<file path="src/hw/rtl/dpbp_pkg.sv">
package dpbp_pkg;

    localparam int STRIDE    = 2;
    localparam int FRAC_BITS = 16;
    localparam int STR_BITS  = (STRIDE > 1) ? $clog2(STRIDE) : 1;

    // Configuration register indexes.
    localparam logic [2:0] REG_FOCAL_X    = 3'd0;
    localparam logic [2:0] REG_FOCAL_Y    = 3'd1;
    localparam logic [2:0] REG_CENTER_X   = 3'd2;
    localparam logic [2:0] REG_CENTER_Y   = 3'd3;
    localparam logic [2:0] REG_DEPTH_GAIN = 3'd4;
    localparam logic [2:0] REG_NEAR_LIMIT = 3'd5;
    localparam logic [2:0] REG_FAR_LIMIT  = 3'd6;
    localparam logic [2:0] REG_IMG_WIDTH  = 3'd7;

    typedef struct packed {
        logic signed [31:0] depth_sample;
        logic [7:0]         blue_in;
        logic [7:0]         green_in;
        logic [7:0]         red_in;
        logic               frame_start;
    } t_in;

    typedef struct packed {
        logic signed [31:0] point_x;
        logic signed [31:0] point_y;
        logic signed [31:0] point_z;
        logic [7:0]         red_out;
        logic [7:0]         green_out;
        logic [7:0]         blue_out;
    } t_out;

    // Work handed from the front end to the back end through the queue.
    typedef struct packed {
        logic signed [31:0] depth_sample;
        logic [15:0]        col;
        logic [15:0]        row;
        logic [7:0]         red;
        logic [7:0]         green;
        logic [7:0]         blue;
    } t_job;

    typedef struct packed {
        logic [30:0]        focal_x;
        logic [30:0]        focal_y;
        logic signed [31:0] center_x;
        logic signed [31:0] center_y;
        logic signed [31:0] depth_gain;
        logic signed [31:0] near_limit;
        logic signed [31:0] far_limit;
        logic [15:0]        image_width;
    } t_cfg;

    typedef enum logic [2:0] {
        ST_IDLE, ST_MUL, ST_SCALE, ST_NUMER, ST_NUMHI, ST_DIV, ST_DONE
    } t_state;

endpackage

</file>
<file path="src/hw/rtl/dpbp_front.sv">
module dpbp_front (
    input  logic          i_clk,
    input  logic          i_rst_n,
    input  logic          i_valid,
    output logic          o_stall,
    input  dpbp_pkg::t_in i_data,
    input  logic [15:0]   i_image_width,
    output logic          o_push,
    output dpbp_pkg::t_job o_job,
    input  logic          i_full
);
    import dpbp_pkg::*;

    logic [15:0] r_col, r_row, n_col, n_row, col, row;
    // Position of the column and row within the stride grid.
    logic [STR_BITS-1:0] r_col_ph, r_row_ph, n_col_ph, n_row_ph, col_ph, row_ph;
    logic [16:0] next;
    logic        acc, used;

    assign o_stall = i_full;
    assign acc     = i_valid && !i_full;
    assign col     = i_data.frame_start ? 16'd0 : r_col;
    assign row     = i_data.frame_start ? 16'd0 : r_row;
    assign col_ph  = i_data.frame_start ? '0 : r_col_ph;
    assign row_ph  = i_data.frame_start ? '0 : r_row_ph;
    assign next    = {1'b0, col} + 17'd1;

    always_comb begin
        if (next >= {1'b0, i_image_width}) begin
            n_col    = 16'd0;
            n_row    = row + 16'd1;
            n_col_ph = '0;
            // The row phase also restarts when the row counter wraps to zero.
            if (row == 16'hFFFF || row_ph == STR_BITS'(STRIDE - 1)) begin
                n_row_ph = '0;
            end else begin
                n_row_ph = row_ph + STR_BITS'(1);
            end
        end else begin
            n_col    = next[15:0];
            n_row    = row;
            n_col_ph = (col_ph == STR_BITS'(STRIDE - 1)) ? '0 : col_ph + STR_BITS'(1);
            n_row_ph = row_ph;
        end
    end

    assign used = (col_ph == '0) && (row_ph == '0);

    always_ff @(posedge i_clk) begin
        if (!i_rst_n) begin
            r_col    <= '0;
            r_row    <= '0;
            r_col_ph <= '0;
            r_row_ph <= '0;
        end else if (acc) begin
            r_col    <= n_col;
            r_row    <= n_row;
            r_col_ph <= n_col_ph;
            r_row_ph <= n_row_ph;
        end
    end

    assign o_push             = acc && used;
    assign o_job.depth_sample = i_data.depth_sample;
    assign o_job.col          = col;
    assign o_job.row          = row;
    assign o_job.red          = i_data.red_in;
    assign o_job.green        = i_data.green_in;
    assign o_job.blue         = i_data.blue_in;

endmodule

</file>
<file path="config.mk">
export PLATFORM = sky130hd
export DESIGN_NAME = dpbp_front
export DESIGN_NICKNAME = d
export VERILOG_FILES = /design/src/hw/rtl/dpbp_pkg.sv /design/src/hw/rtl/dpbp_front.sv
export SDC_FILE = /design/constraint.sdc
export NUM_CORES = 1
export LEC_CHECK = 0
export ABC_AREA = 0
export ABC_CLOCK_PERIOD_IN_PS = 9010
export BUFFER_PORTS_ARGS = -buffer_cell sky130_fd_sc_hd__buf_2
export CAP_MARGIN = 30
export CORE_UTILIZATION = 49
export CTS_CLUSTER_SIZE = 10
export DETAILED_ROUTE_END_ITERATION = 10
export GPL_ROUTABILITY_DRIVEN = 0
export PLACE_DENSITY = 0.93
export RECOVER_POWER = 100
export SYNTH_ARGS = -nofsm -noshare
export SYNTH_HDL_FRONTEND = slang
export SYNTH_SLANG_ARGS = --single-unit
</file>
<file path="constraint.sdc">
create_clock -name i_clk -period 9.01 [get_ports i_clk]
set_input_delay 0.901 -clock i_clk [delete_from_list [all_inputs] [get_ports i_clk]]
set_output_delay 0.901 -clock i_clk [all_outputs]
set_load 0.05 [all_outputs]
</file>
# Yosys cells after proc, flatten, opt, wreduce, memory -nomap -nowiden
# Cells that the tools add are included.
dict set report totals {
  regBits 34
  latch_bits 0
  ramBits 0
  mem_bits_ro 0
  output_inout_bits 90
  n_memories 0
}
dict set report op_classes {
  add_sub_neg 4
  mul 0
  div_mod_pow 0
  n_lt_le_gt_ge 1
  eq_ne 1
  shift 0
  mux 10
  n_bitwise 2
  n_reduce_logical 5
}
# operator count
set ops {}
lappend ops {{16-bit 2-to-1 mux} 4}
lappend ops {{16-bit by 1-bit adder with 17-bit output, second input constant} 1}
lappend ops {{17-bit by 16-bit >= comparator with 1-bit output} 1}
lappend ops {{16-bit by 1-bit adder with 16-bit output, second input constant} 1}
lappend ops {{16-bit == test, second input constant} 1}
lappend ops {{1-bit 2-to-1 mux} 6}
lappend ops {{1-bit logical AND} 3}
lappend ops {{1-bit adder, second input constant} 2}
lappend ops {{1-bit inverter} 2}
lappend ops {{1-bit logical NOT} 1}
lappend ops {{1-bit logical OR} 1}

# Depth between registers and ports, before layout
dict set report depth {
  depth_word 5
  ltp_mapped 20
  ltp_nobuf 14
}

# Worst setup path before layout
# No wires, ideal clock.
dict set report synth_path {
  kind {input to register}
  startpoint {input port i_data[0] (netlist bit)}
  endpoint {register r_row[9]}
  setup_ns 0.147
  arrival_time_ns 4.854
  setup_slack_ns 4.009
  path_stages 19
  path_cell_list {clkbuf_1 -> clkbuf_1 -> clkbuf_1 -> nor2b_1 -> ha_1 -> nand2_1 -> nor3_4 -> nand3_1 -> xnor2_1 -> ha_1 -> nand4_1 -> nor2_1 -> nand4_1 -> o211ai_2 -> nor2_2 -> buf_6 -> buf_2 -> o311ai_0 -> o311ai_0}
}
# item line
set synth_rtl {}
lappend synth_rtl {{from (decl)} dpbp_front.sv:6} ;# input dpbp_pkg::t_in i_data,
lappend synth_rtl {{to (signal assigned)} dpbp_front.sv:57} ;# r_row <= n_row;
lappend synth_rtl {{to (decl)} dpbp_front.sv:14} ;# logic [15:0] r_col, r_row, n_col, n_row, col, row;

# Worst setup path after layout
dict set report layout_path {
  startpoint {input port i_data[0] (netlist bit)}
  endpoint {register r_row[14]}
}
dict set report layout_via {
  elab_chain_cells 4
  word_cells_on_any_way 6
}
# item line
set layout_lines {}
lappend layout_lines {{16-bit 2-to-1 mux} dpbp_front.sv:22} ;# assign col = i_data.frame_start ? 16'd0 : r_col;
lappend layout_lines {{16-bit by 1-bit adder with 17-bit output} dpbp_front.sv:26} ;# assign next = {1'b0, col} + 17'd1;
lappend layout_lines {{17-bit by 16-bit >= comparator with 1-bit output} dpbp_front.sv:29} ;# if (next >= {1'b0, i_image_width}) begin
lappend layout_lines {{16-bit 2-to-1 mux (*)} dpbp_front.sv:29}
# Every way passes the cells marked *; elsewhere a longest branch is shown, timed or not.
# A chain may end at the register's enable or synchronous reset.

==> results by group <==
Outcome
  • Status: finished, violations left
  • Failing checks: capacitance limit, slew limit

Yosys
  • Ys flop type: dfxtp_1
  • Async SR Flop Fraction: 0%
  • Mapped Avg Cell Area: 7.44 µm²
  • Yosys warnings: 0
  • Syn Nets: 494
  • Cell variety after synth: 52
  • Post-synth EDFFs: 0
  • Synth area leaders: dfxtp_1, buf_4, ha_1
  • Synth top area share: 22.9%
  • Post-synth top area cell: dfxtp_1
  • Commonest cells post-synth: buf_4, nand2_1, dfxtp_1
  • Post-Syn Area: 2970 µm²
  • Cells after Synth: 399
  • Most common cell in the netlist: buf_4
  • Seq/Total Area, Yosys: 22.9%
  • Seq cells post-synth: 34

Timing
  • Worst Skew: 0.0112 ns
  • RSZ-0062 raised after global routing: false
  • Rel. slew slack: -28.2%
  • Final worst setup slack: approximately 2.9 ns
  • Fmax: 165 MHz
  • Worst-Margin Slew: 1.92 ns
  • Hold Fails Final Rpt: 0
  • Min cycle time layout: roughly 6.1 ns
  • Hold Slack: 0.485 ns
  • Max-slew violation count: 47
  • Total negative setup slack: 0 ns
  • Post-route clock period utilization: 67.4%
  • Final setup viols: 0

Die
  • Die width: 79.8 µm
  • FP Rows: 27
  • Initial core utilization: 52.3%
  • CORE AREA: about 5700 µm²
  • I/O Pins: 167
  • Total Die Area: 6370 µm²
  • Die Ht: 79.8 µm

Clocking
  • Total clock sinks: 34
  • CTS clk-pin slew, worst paths: 0.08 ns
  • Root Driver: clkbuf_8
  • Post-CTS setup buffer count: 0
  • CTS Buf Count: 5
  • CTS H-tree lvls: 2
  • CTS tree: yes
  • Clk Latency, worst-skew pair: 0.30 ns
  • Post-CTS Resized: 0
  • Max clock buf depth: 2
  • Hold_buf cts: 0

Drt
  • Routed via count: approximately 2,800
  • Remaining antenna violation count after routing: 0
  • Routed WL: 7.25 mm
  • # DRC: 0
  • DR vias/cell: 6.08
  • Per-cell routed wire length: 15.8 µm
  • Initial DRT Pass Iterations: 5
  • First DRT Iteration DRCs: 287

Place
  • Post-DP HPWL: a little over 5 mm
  • Setup WS pre-CTS: 4.26 ns
  • Area after DPL: 2840 µm²
  • Port bufs: 54

Global routing
  • First-pass GRT wire length: 11.7 mm
  • Largest net degree at the start of global routing: 47
  • Vias in the first global route: 2,570
  • Grt total ovfl: 0
  • Number of antenna violations at the first check in global routing: 0
  • All-Layer GR Usage: 23.1%

Worst setup path
  • CP Launch Type: primary input
  • CP Max Fanout: 46
  • Worst path arrival time: ~6.3 ns
  • Crit Path Category: primary input to register
  • Endpoint class of the critical path: register
  • Worst EP required: between 9 and 10 ns

Power and ir drop
  • LEAKAGE: 0.00113 µW
  • Switching power: 81.7 µW
  • Power share of the combinational group: around 9.9%
  • Clock share of power: 40.2%
  • Internal power: 222 µW
  • Sequential Power Share: 49.9%
  • Fraction of power spent switching nets: a little over a quarter
  • PwrDens: 106 nW/µm²
  • Max VDD drop: 0.0609 mV

Finish
  • N_diodes: 0
  • Fin area: 2870 µm²
  • Layout cell share with drive strength beyond 1: 8.76%
  • Layout area overhead: -3.29%
  • Total Nets Final: 482

Flow run
  • Max cap viols: 1

Hold path
  • HP Class: register to register
[path summary, 6_finish.rpt]
check / start / endpoint / slack, ns / cells after the start
max: i_data[0] / r_row[14]$_SDFFE_PN0P_ / 2.94 / 15
min reg2reg: r_col[11]$_SDFFE_PN0P_ / r_col[11]$_SDFFE_PN0P_ / 0.49 / 2
max reg2reg: r_col[0]$_SDFFE_PN0P_ / r_row[14]$_SDFFE_PN0P_ / 4.20 / 14
min: r_col[11]$_SDFFE_PN0P_ / r_col[11]$_SDFFE_PN0P_ / 0.49 / 2
[metal layers]
layer,up-vias,share of wire [%],GRT usage (%)
li1,1297,-,-
met1,1331,41,28.1
met2,136,48,38.5
met3,33,8.7,5.03
met4,0,2.3,10.7
met5,-,0,0
[critical path, cell delays in order]
cell      delay (ns)
clkbuf_1        1.34
nor2b_1         0.32
ha_1            0.38
nand2_1         0.11
nor3_1          0.12
xor2_1          0.18
ha_1            0.35
and2_0          0.17
a221o_1         0.32
nand2_1         0.09
o211ai_1        0.14
nor2_1          0.46
clkbuf_1        0.91
o22ai_1         0.23
o21a_1          0.23
[placed cells by master, fill, tap and decap left out, types with 3 or more instances in the layout]
cell and n:
xor2_1 7, and3_1 3, buf_2 21, a31oi_1 10
dfxtp_1 34, nand4b_1 4, xnor2_1 8, clkbuf_8 6
nor2b_1 30, nor3_1 3, nand3_1 27, o21ai_0 12
nand2_1 49, or4_1 9, o311ai_0 3, a21oi_1 26
ha_1 18, inv_1 19, nand4_1 4, nor2_1 20
clkbuf_1 34
[cells by family (layout without fill, tap and decap cells)]
group / Yosys count / in the layout / share of synthesized area (%)
adder cells (fa/ha/maj): 18 / 18 / 7.59
flip-flops: 34 / 34 / 22.9
AO/OA/AOI/OAI: 71 / 71 / 15.3
buffers and inverters: 96 / 85 / 19.7
XOR/XNOR: 15 / 15 / 4.42
multiplexers: 1 / 1 / 0.337
AND/OR/NAND/NOR: 164 / 164 / 29.7
[layout make-up]
class / instances / area (µm²)
clock buffer: 6 / 82.6
clock inverter: 2 / 12.5
fill: 576 / 2800
inverter: 20 / 75.1
multi-input combinational: 269 / 1680
sequential: 34 / 681
tap: 72 / 90.1
timing repair buffer: 57 / 248
[power by group through the flow]
stage | combinational [µW] | sequential (µW) | clock (µW)
2_1_floorplan | 87.0 | 155 | 0
3_3_place_gp | 28.7 | 155 | 0
3_5_place_dp | 29.7 | 155 | 0
4_1_cts | 29.9 | 151 | 122
5_1_grt | 33.1 | 152 | 129
6_report | 30.1 | 151 | 122
[through the flow]
step	util, %	std cells	total power, µW
floorplan	-	399	242
global placement	50.1	452	184
detailed placement	50.1	452	185
CTS	51.7	460	303
global route	50.6	460	314
finish	50.6	460	304
[flip-flops by register name, summed over array words and instances (netlist names)]
name      cells
r_row        16
r_col        16
r_col_ph      1
r_row_ph      1
No activity file was read; power rests on OpenSTA's default activity.
