`config.mk`:
```
export PLATFORM = sky130hd
export DESIGN_NAME = dpbp_queue
export DESIGN_NICKNAME = d
export VERILOG_FILES = /design/src/hw/rtl/dpbp_pkg.sv /design/src/hw/rtl/dpbp_queue.sv
export SDC_FILE = /design/constraint.sdc
export NUM_CORES = 1
export LEC_CHECK = 0
export BUFFER_PORTS_ARGS = -buffer_cell sky130_fd_sc_hd__buf_4
export CORE_UTILIZATION = 55
export CTS_CLUSTER_DIAMETER = 80
export DETAILED_ROUTE_END_ITERATION = 12
export PLACE_DENSITY = 0.94
export SLEW_MARGIN = 15
export SYNTH_ARGS = -nofsm -noshare
export SYNTH_HDL_FRONTEND = slang
export SYNTH_SLANG_ARGS = --single-unit
```
`constraint.sdc`:
```
create_clock -name i_clk -period 11.5 [get_ports i_clk]
set_input_delay 1.15 -clock i_clk [delete_from_list [all_inputs] [get_ports i_clk]]
set_output_delay 1.15 -clock i_clk [all_outputs]
set_load 0.02 [all_outputs]
```
`src/hw/rtl/dpbp_pkg.sv`:
```
package dpbp_pkg;

    localparam int STRIDE    = 2;
    localparam int FRAC_BITS = 16;
    localparam int STR_BITS  = (STRIDE > 1) ? $clog2(STRIDE) : 1;

    // Configuration register indexes.
    localparam logic [2:0] REG_FOCAL_X    = 3'd0;
    localparam logic [2:0] REG_FOCAL_Y    = 3'd1;
    localparam logic [2:0] REG_CENTER_X   = 3'd2;
    localparam logic [2:0] REG_CENTER_Y   = 3'd3;
    localparam logic [2:0] REG_DEPTH_GAIN = 3'd4;
    localparam logic [2:0] REG_NEAR_LIMIT = 3'd5;
    localparam logic [2:0] REG_FAR_LIMIT  = 3'd6;
    localparam logic [2:0] REG_IMG_WIDTH  = 3'd7;

    typedef struct packed {
        logic signed [31:0] depth_sample;
        logic [7:0]         blue_in;
        logic [7:0]         green_in;
        logic [7:0]         red_in;
        logic               frame_start;
    } t_in;

    typedef struct packed {
        logic signed [31:0] point_x;
        logic signed [31:0] point_y;
        logic signed [31:0] point_z;
        logic [7:0]         red_out;
        logic [7:0]         green_out;
        logic [7:0]         blue_out;
    } t_out;

    // Work handed from the front end to the back end through the queue.
    typedef struct packed {
        logic signed [31:0] depth_sample;
        logic [15:0]        col;
        logic [15:0]        row;
        logic [7:0]         red;
        logic [7:0]         green;
        logic [7:0]         blue;
    } t_job;

    typedef struct packed {
        logic [30:0]        focal_x;
        logic [30:0]        focal_y;
        logic signed [31:0] center_x;
        logic signed [31:0] center_y;
        logic signed [31:0] depth_gain;
        logic signed [31:0] near_limit;
        logic signed [31:0] far_limit;
        logic [15:0]        image_width;
    } t_cfg;

    typedef enum logic [2:0] {
        ST_IDLE, ST_MUL, ST_SCALE, ST_NUMER, ST_NUMHI, ST_DIV, ST_DONE
    } t_state;

endpackage

```
`src/hw/rtl/dpbp_queue.sv`:
```
module dpbp_queue (
    input  logic            i_clk,
    input  logic            i_rst_n,
    input  logic            i_push,
    input  dpbp_pkg::t_job  i_job,
    output logic            o_full,
    input  logic            i_pop,
    output logic            o_valid,
    output dpbp_pkg::t_job  o_job
);
    import dpbp_pkg::*;

    t_job       r_mem [2];
    logic       r_wp, r_rp;
    logic [1:0] r_cnt;

    assign o_full  = (r_cnt == 2'd2);
    assign o_valid = (r_cnt != 2'd0);
    assign o_job   = r_mem[r_rp];

    always_ff @(posedge i_clk) begin
        if (i_push) r_mem[r_wp] <= i_job;
    end

    always_ff @(posedge i_clk) begin
        if (!i_rst_n) begin
            r_wp  <= 1'b0;
            r_rp  <= 1'b0;
            r_cnt <= '0;
        end else begin
            if (i_push) r_wp <= ~r_wp;
            if (i_pop)  r_rp <= ~r_rp;
            r_cnt <= r_cnt + 2'(i_push) - 2'(i_pop);
        end
    end

endmodule

```
# Word-level counts from Yosys, hierarchy flattened
# Memory sizes are Yosys's and may differ from the RTL's. A register that Yosys moved wholly into a read port is not among the register bits.
# Cells that the tools add are included.
dict set report totals {
  regBits 4
  ramBits 176
  in_bits 92
  output_inout_bits 90
  elab_cells 14
  memories 1
}
# memory depth width read_ports rd_clocked_by_memory_dff wr line
set mem_list {}
lappend mem_list {r_mem 2 88 1 1 1 dpbp_queue.sv:13} ;# t_job r_mem [2];
dict set report classes {
  add_sub_neg 2
  n_eq_ne 1
  mux 4
  bitwise 2
  n_reduce_logical 1
}
# cell n
set ops {}
lappend ops {{two-way mux 1 bit} 4}
lappend ops {{adder 2 x 1 -> 2 bit} 1}
lappend ops {{equality test 2 bit, second input constant} 1}
lappend ops {{NOT 1 bit} 2}
lappend ops {{nonzero test 2 bit} 1}
lappend ops {{subtractor 2 x 1 -> 2 bit} 1}

# Depth between registers and ports, before layout
# Gate-level depths: netlist of the first run.
dict set report logic_depth {
  word_depth 3
  depth_mapped 6
  depth_no_buf 6
}

# Least setup slack after synthesis of the first run
# No wires, ideal clock.
dict set report synth_timing {
  path_type {input port to flip-flop}
  startpoint {input port i_push}
  endpoint {memory r_mem[0][0] (netlist bit) (enable)}
  setup_time_ns 0.546
  t_arrival_ns 5.021
  required_ns 10.954
  setup_slack_ns 5.933
  path_stages 1
  path_buffers 0
  path_cell_list {nor2b_1}
}
dict set report synth_via {
  elab_chain_cells 2
}
# element line
set synth_lines {}
lappend synth_lines {{start, declared} dpbp_queue.sv:4} ;# input logic i_push,
lappend synth_lines {{two-way mux 1 bit} dpbp_queue.sv:22} ;# if (i_push) r_mem[r_wp] <= i_job;
lappend synth_lines {{two-way mux 1 bit (implied by the code)} dpbp_queue.sv:22}
lappend synth_lines {{end, declared} dpbp_queue.sv:13}
# Every way passes these cells.

==> results of run 1 <==
==> per-layer routing <==
layer | track usage, % | share of wire (%) | vias to the layer above
met4 | 9.51 | 1.6 | 0
met1 | 21.7 | 39 | 1602
met2 | 33.3 | 53 | 135
met3 | 5.50 | 6.8 | 19
met5 | 0 | 0 | -
li1 | - | - | 1555
==> cell usage after synthesis <==
cell,number,area share (%)
xor2_1,1,0.13
mux2_2,68,12
or2_2,1,0.094
ha_1,2,0.38
mux2_4,20,4.5
xnor3_1,1,0.34
buf_2,6,0.45
nor2b_1,4,0.38
inv_1,2,0.11
o21a_1,1,0.11
dfxtp_1,5,1.5
and2_1,4,0.38
edfxtp_1,176,79
buf_6,4,0.68
==> power groups by stage <==
stage	logic (W)	registers, W	clock network (W)
2_1_floorplan	0.000122	0.000786	0
3_3_place_gp	0.000200	0.000789	0
3_5_place_dp	0.000205	0.000793	0
4_1_cts	0.000206	0.000778	0.000569
5_1_grt	0.000216	0.000781	0.000593
6_report	0.000205	0.000778	0.000556
==> area by class of cell <==
type	instances	area, sq um
Timing Repair Buffer	184	1400
Multi-Input combinational cell	102	1200
Clock buffer	17	425
Inverter	2	7.51
Sequential cell	181	5390
Clock inverter	15	153
Fill cell	672	2860
Tap cell	143	179
==> worst max-delay path, stage by stage (launching register included) <==
cell and delay [ps]:
dfxtp_4 710, buf_4 660, mux2_2 420, buf_4 160
==> flip-flops by register name, indices dropped and copies added, names as in the netlist, named ones only <==
signal	cells
r_mem	176
r_cnt	2
r_wp	1
r_rp	1
==> how the worst min path moves through the flow <==
stage                            startpoint           endpoint  slack, ps  cells after the start
after detailed placement  r_rp$_SDFFE_PN0P_          flip-flop        580                      2
after CTS                 r_rp$_SDFFE_PN0P_  r_rp$_SDFFE_PN0P_        600                      2
after global routing      r_rp$_SDFFE_PN0P_          flip-flop        640                      2
after global placement    r_rp$_SDFFE_PN0P_          flip-flop        560                      2
final                     r_rp$_SDFFE_PN0P_  r_rp$_SDFFE_PN0P_        600                      2
after floorplan           r_rp$_SDFFE_PN0P_          flip-flop        550                      2
==> kinds of logic after synthesis <==
group / share of synthesized area, %
flip-flops: 80.9
multiplexers: 16.0
buffers and inverters: 1.24
AND/OR/NAND/NOR: 0.846
XOR/XNOR: 0.470
adder cells (fa/ha/maj): 0.376
AO/OA/AOI/OAI: 0.113
==> per-stage QoR <==
step,setup WS (ps),cells
final,7940,644
after global routing,7790,644
after CTS,7880,643
after detailed placement,8290,611
after global placement,8350,611
after floorplan,5930,295
==> reports/results.ini, run 1 <==
[run_status]
status = finished with violations
violations = DRC

[finish]
syn2layout_area_growth_pct = 31.5
design_area_sq_um = 8750
mostFrequentLayoutCells = 183 x buf_4, 176 x edfxtp_1, 68 x mux2_2
fin_util_pct = 75.4
insertedDiodeCount = 0
drive_above_1_share_pct = 61.3
layout_commonest_cell = buf_4
num-nets-final = 582

[worst_setup_path]
crit_type = flip-flop to primary output
reg2reg_from = r_wp$_SDFFE_PN0P_
arrival_ps = 2410
r2r_end = r_mem[0][30]$_DFFE_PP_
crit_required_ps = 10350
crit_path_start_kind = flip-flop
worstPathMaxFanout = 48
r2r_slack_ps = 9260
end_kind = primary output
critPathCapture = o_job[57]
rr_worst_depth = 2

[routing]
ant_nets = 0
vias = 3311
drtIter0Drc = 158
finalWirelength_um = 11700
drc_errors = 11
first_pass_iters = 8
wl_per_cell_um = 18.1
vias_per_cell = 5.14

[power]
p_leak_nw = 3.35
sw_frac_of_total_pct = 22.8
p_clk_share_pct = 36.1
switching_power_w = 0.000350
seqPwrFrac_pct = 50.6
power_w = 0.00154
powerDensity_nw_per_um2 = 176
ir_worst_vdd_mv = 0.102
comb_power_share_pct = 13.3
p_int_w = 0.00119

[clock_network]
cts_buffers = 17
root_buffer = clkbuf_16
clockBufferDepth = 2
insertion_delay_ps = 410
htree_levels = 4
cts_hold_buf = 0
post-cts-setup-buffers = 0
cts_tree = done
clock-sinks = 181
ctsResizeCount = 0
clk_pin_slew_worst_paths_ps = 60

[floorplanning]
fp.dieArea_sq_um = 12500
die_y_um = 112
start_util_pct = 57.3
io_pins = 182
coreArea_sq_um = 11600
dieWidth_um = 112
rows = 39

[timing]
fin_crit_sh_pct = 31.0
tns_ps = 0
worst_pin_slew_ps = 896
finalHoldViolations = 0
fin_crit_ps = 3560
fin_worst_skew_ps = 9.24
slew_violations = 0
hold_ws_ps = 603
setup_violations = 0
fmax_ghz = 0.281
relSlewSlack_pct = 40.1
rsz0062_at_grt = false

[yosys]
ys_types = 14
syn-num-nets = 389
yosysSeqAreaShare_pct = 80.9
synth_seq_cells = 181
syn-cell-area_sq_um = 6650
netlist_instances = 295
avgSynthCellArea_sq_um = 22.6
yosysWarnings = 0

[placement]
place.gp.congestion = 0.706
io_buffers = 181
place_area_sq_um = 8150
place_hpwl_um = 7670

[global_route]
grt_max_degree = 89
grt_pass1_wl_um = 17700
grt_pass1_vias = 3473
antenna_found_initial = 0
grtUsageTotal_pct = 19.1
gr-total-overflow = 0

[min_path]
hold_path_class = flip-flop to flip-flop

[run]
cap_violations = 0

(Power assumes the default switching activity.)
==> run 2, diff against run 1 <==
- CORE_UTILIZATION: 55 -> 47
- PLACE_DENSITY: 0.94 -> 0.87
- clock period: 11.5 -> 3.25 ns (I/O delays scaled with it)
==> run 2 against run 1 <==
The run now ends clean. First-iteration DRC count rose by 68%. Via count increased by 1.4%. Sequential cell count stayed put. Combinational power grew to 3.5 times the previous value. Total power grew to 3.6 times the previous value. Global-route usage down 2.5 points. Cell count up 5.9%. Sequential share of layout area is 0.74 points lower. Core utilization shrank 11 points. Critical path type unchanged. Highest routed layer unchanged.
==> reports/results.ini, run 2 (synthesized netlist as in run 1, its figures left out) <==
[finish]
fill_cells = 969  ; +44%
drive_above_1_share_pct = 60.8  ; -0.52 points
mostFrequentLayoutCells = 182 x buf_4, 176 x edfxtp_1, 68 x mux2_2
insertedDiodeCount = 0  ; unchanged
num-nets-final = 583  ; +0.17%
design_area_sq_um = 8860  ; +1.2%
layout.cells.non_filler = 682  ; +5.9%
syn2layout_area_growth_pct = 33.1
largest_reg_flops = 176  ; unchanged
layout_commonest_cell = buf_4
largest-register = r_mem
largest_registers = r_mem x176, r_cnt x2

[worst_setup_path]
crit_required_ps = 2920  ; -7430 ps
worstPathMaxFanout = 47  ; -2.1%
rr_worst_depth = 2  ; unchanged
arrival_ps = 2150  ; -260 ps
crit_type = flip-flop to primary output
crit_path_start_kind = flip-flop
end_kind = primary output

[run]
cap_violations = 0  ; unchanged

[placement]
place_area_sq_um = 8240  ; +1.2%
place_hpwl_um = 7610  ; -0.71%
place_inst = 650  ; +6.4%
place.gp.congestion = 0.680  ; -3.7%
io_buffers = 181  ; unchanged

[global_route]
grt_pass1_vias = 3485  ; +0.35%
antenna_found_initial = 0  ; unchanged
grt_pass1_wl_um = 17800  ; +0.47%
grt_max_degree = 50  ; -44%
grtUsageTotal_pct = 16.6  ; -2.5 points
gr-total-overflow = 0  ; unchanged

[clock_network]
cts_buffers = 17  ; unchanged
clk_pin_slew_worst_paths_ps = 70  ; about the same
clock-sinks = 181  ; unchanged
insertion_delay_ps = 420  ; about the same
root_buffer = clkbuf_16
clockBufferDepth = 2  ; unchanged
cts_tree = done
post-cts-setup-buffers = 0  ; unchanged
htree_levels = 4  ; unchanged
ctsResizeCount = 0  ; unchanged
cts_hold_buf = 0  ; unchanged

[floorplanning]
rows = 43  ; +10%
fp.dieArea_sq_um = 14600  ; +17%
io_pins = 182  ; unchanged
start_util_pct = 48.1  ; -9.2 points
dieWidth_um = 121  ; +8.0%
die_y_um = 121  ; +8.0%
coreArea_sq_um = 13800  ; +19%

[routing]
vias_per_cell = 4.92  ; -4.3%
first_pass_iters = 4  ; -4
ant_nets = 0  ; unchanged
finalWirelength_um = 11900  ; +2.0%
wl_per_cell_um = 17.4  ; -3.7%
drc_errors = 0  ; -11
drtIter0Drc = 265  ; +68%
vias = 3357  ; +1.4%

[timing]
rsz0062_at_grt = false
fmax_ghz = 0.405
worst_pin_slew_ps = 665  ; -231 ps
tns_ps = 0  ; unchanged
setup_violations = 0  ; unchanged
fin_worst_skew_ps = 4.34  ; -4.90 ps
relSlewSlack_pct = 55.7  ; +16 points
fin_crit_sh_pct = 76.0
finalHoldViolations = 0  ; unchanged
fin_crit_ps = 2470
slew_violations = 0  ; unchanged

[power]
p_leak_nw = 3.36  ; +0.27%
ir_worst_vdd_mv = 0.341  ; +230%
powerDensity_nw_per_um2 = 630  ; +260%
power_w = 0.00558  ; +260%

[run_status]
status = finished, final reports clean

[min_path]
holdPathStages = 1  ; -1
hold_path_class = input port to flip-flop

[run 2: changes by cell type in the layout (fill, tap and decap cells not counted)]
cell and delta:
clkinv_1 +3, bufinv_16 +2, clkinv_4 -1, buf_12 +3, buf_16 -1, inv_6 -4
clkinvlp_4 +3, buf_4 -1, clkinv_2 -3
[run 2: area by class of cell]
| class | instances | area [sq um] | share of cell area [%] |
|---|---|---|---|
| flip-flops and latches | 181 | 5390 | 60.8 |
| repair buffers | 185 | 1430 | 16.1 |
| multi-input cells | 102 | 1200 | 13.5 |
| clock buffers | 17 | 425 | 4.80 |
| well taps | 180 | 225 | 2.54 |
| clock inverters | 15 | 188 | 2.12 |
| inverters | 2 | 7.51 | 0.0848 |
[run 2: per-stage QoR]
| step | setup WS [ps] | hold slack (ps) | utilization, % |
|---|---|---|---|
| after floorplan | 171 | 424 | - |
| after global placement | 1240 | 510 | 59.6 |
| after detailed placement | 1210 | 513 | 59.6 |
| after CTS | 752 | 66.7 | 64.1 |
| after global routing | 672 | 64.8 | 64.1 |
| final | 779 | 88.4 | 64.1 |
[run 2: power breakdown]
part | internal, W | total (W) | switching (W)
logic | 0.000374 | 0.000727 | 0.000353
clock network | 0.00128 | 0.00210 | 0.000821
registers | 0.00270 | 0.00275 | 0.0000557
[run 2: path summary, 6_finish.rpt]
kind                                         from                     end  slack, ps
worst max-delay path                    flip-flop                o_job[8]        780
worst min register to register  r_rp$_SDFFE_PN0P_               flip-flop        580
worst max register to register  r_wp$_SDFFE_PN0P_  r_mem[1][49]$_DFFE_PP_       1600
worst min-delay path                    i_job[39]  r_mem[0][39]$_DFFE_PP_         90
[run 2: per-layer routing]
layer / share of wire [%] / routed length (um) / GRT usage (%) / up-vias
met5: 0 / 0 / 0 / -
met4: 1.9 / 221 / 7.79 / 0
met3: 7.3 / 869 / 5.87 / 18
met2: 51 / 6040 / 27.3 / 130
met1: 40 / 4760 / 19.6 / 1662
li1: - / - / - / 1547
[run 2: worst max-delay path, cell delays in order, from the launching register on]
cell and delay, ps:
dfxtp_4 770, buf_12 360, mux2_2 390, buf_4 160
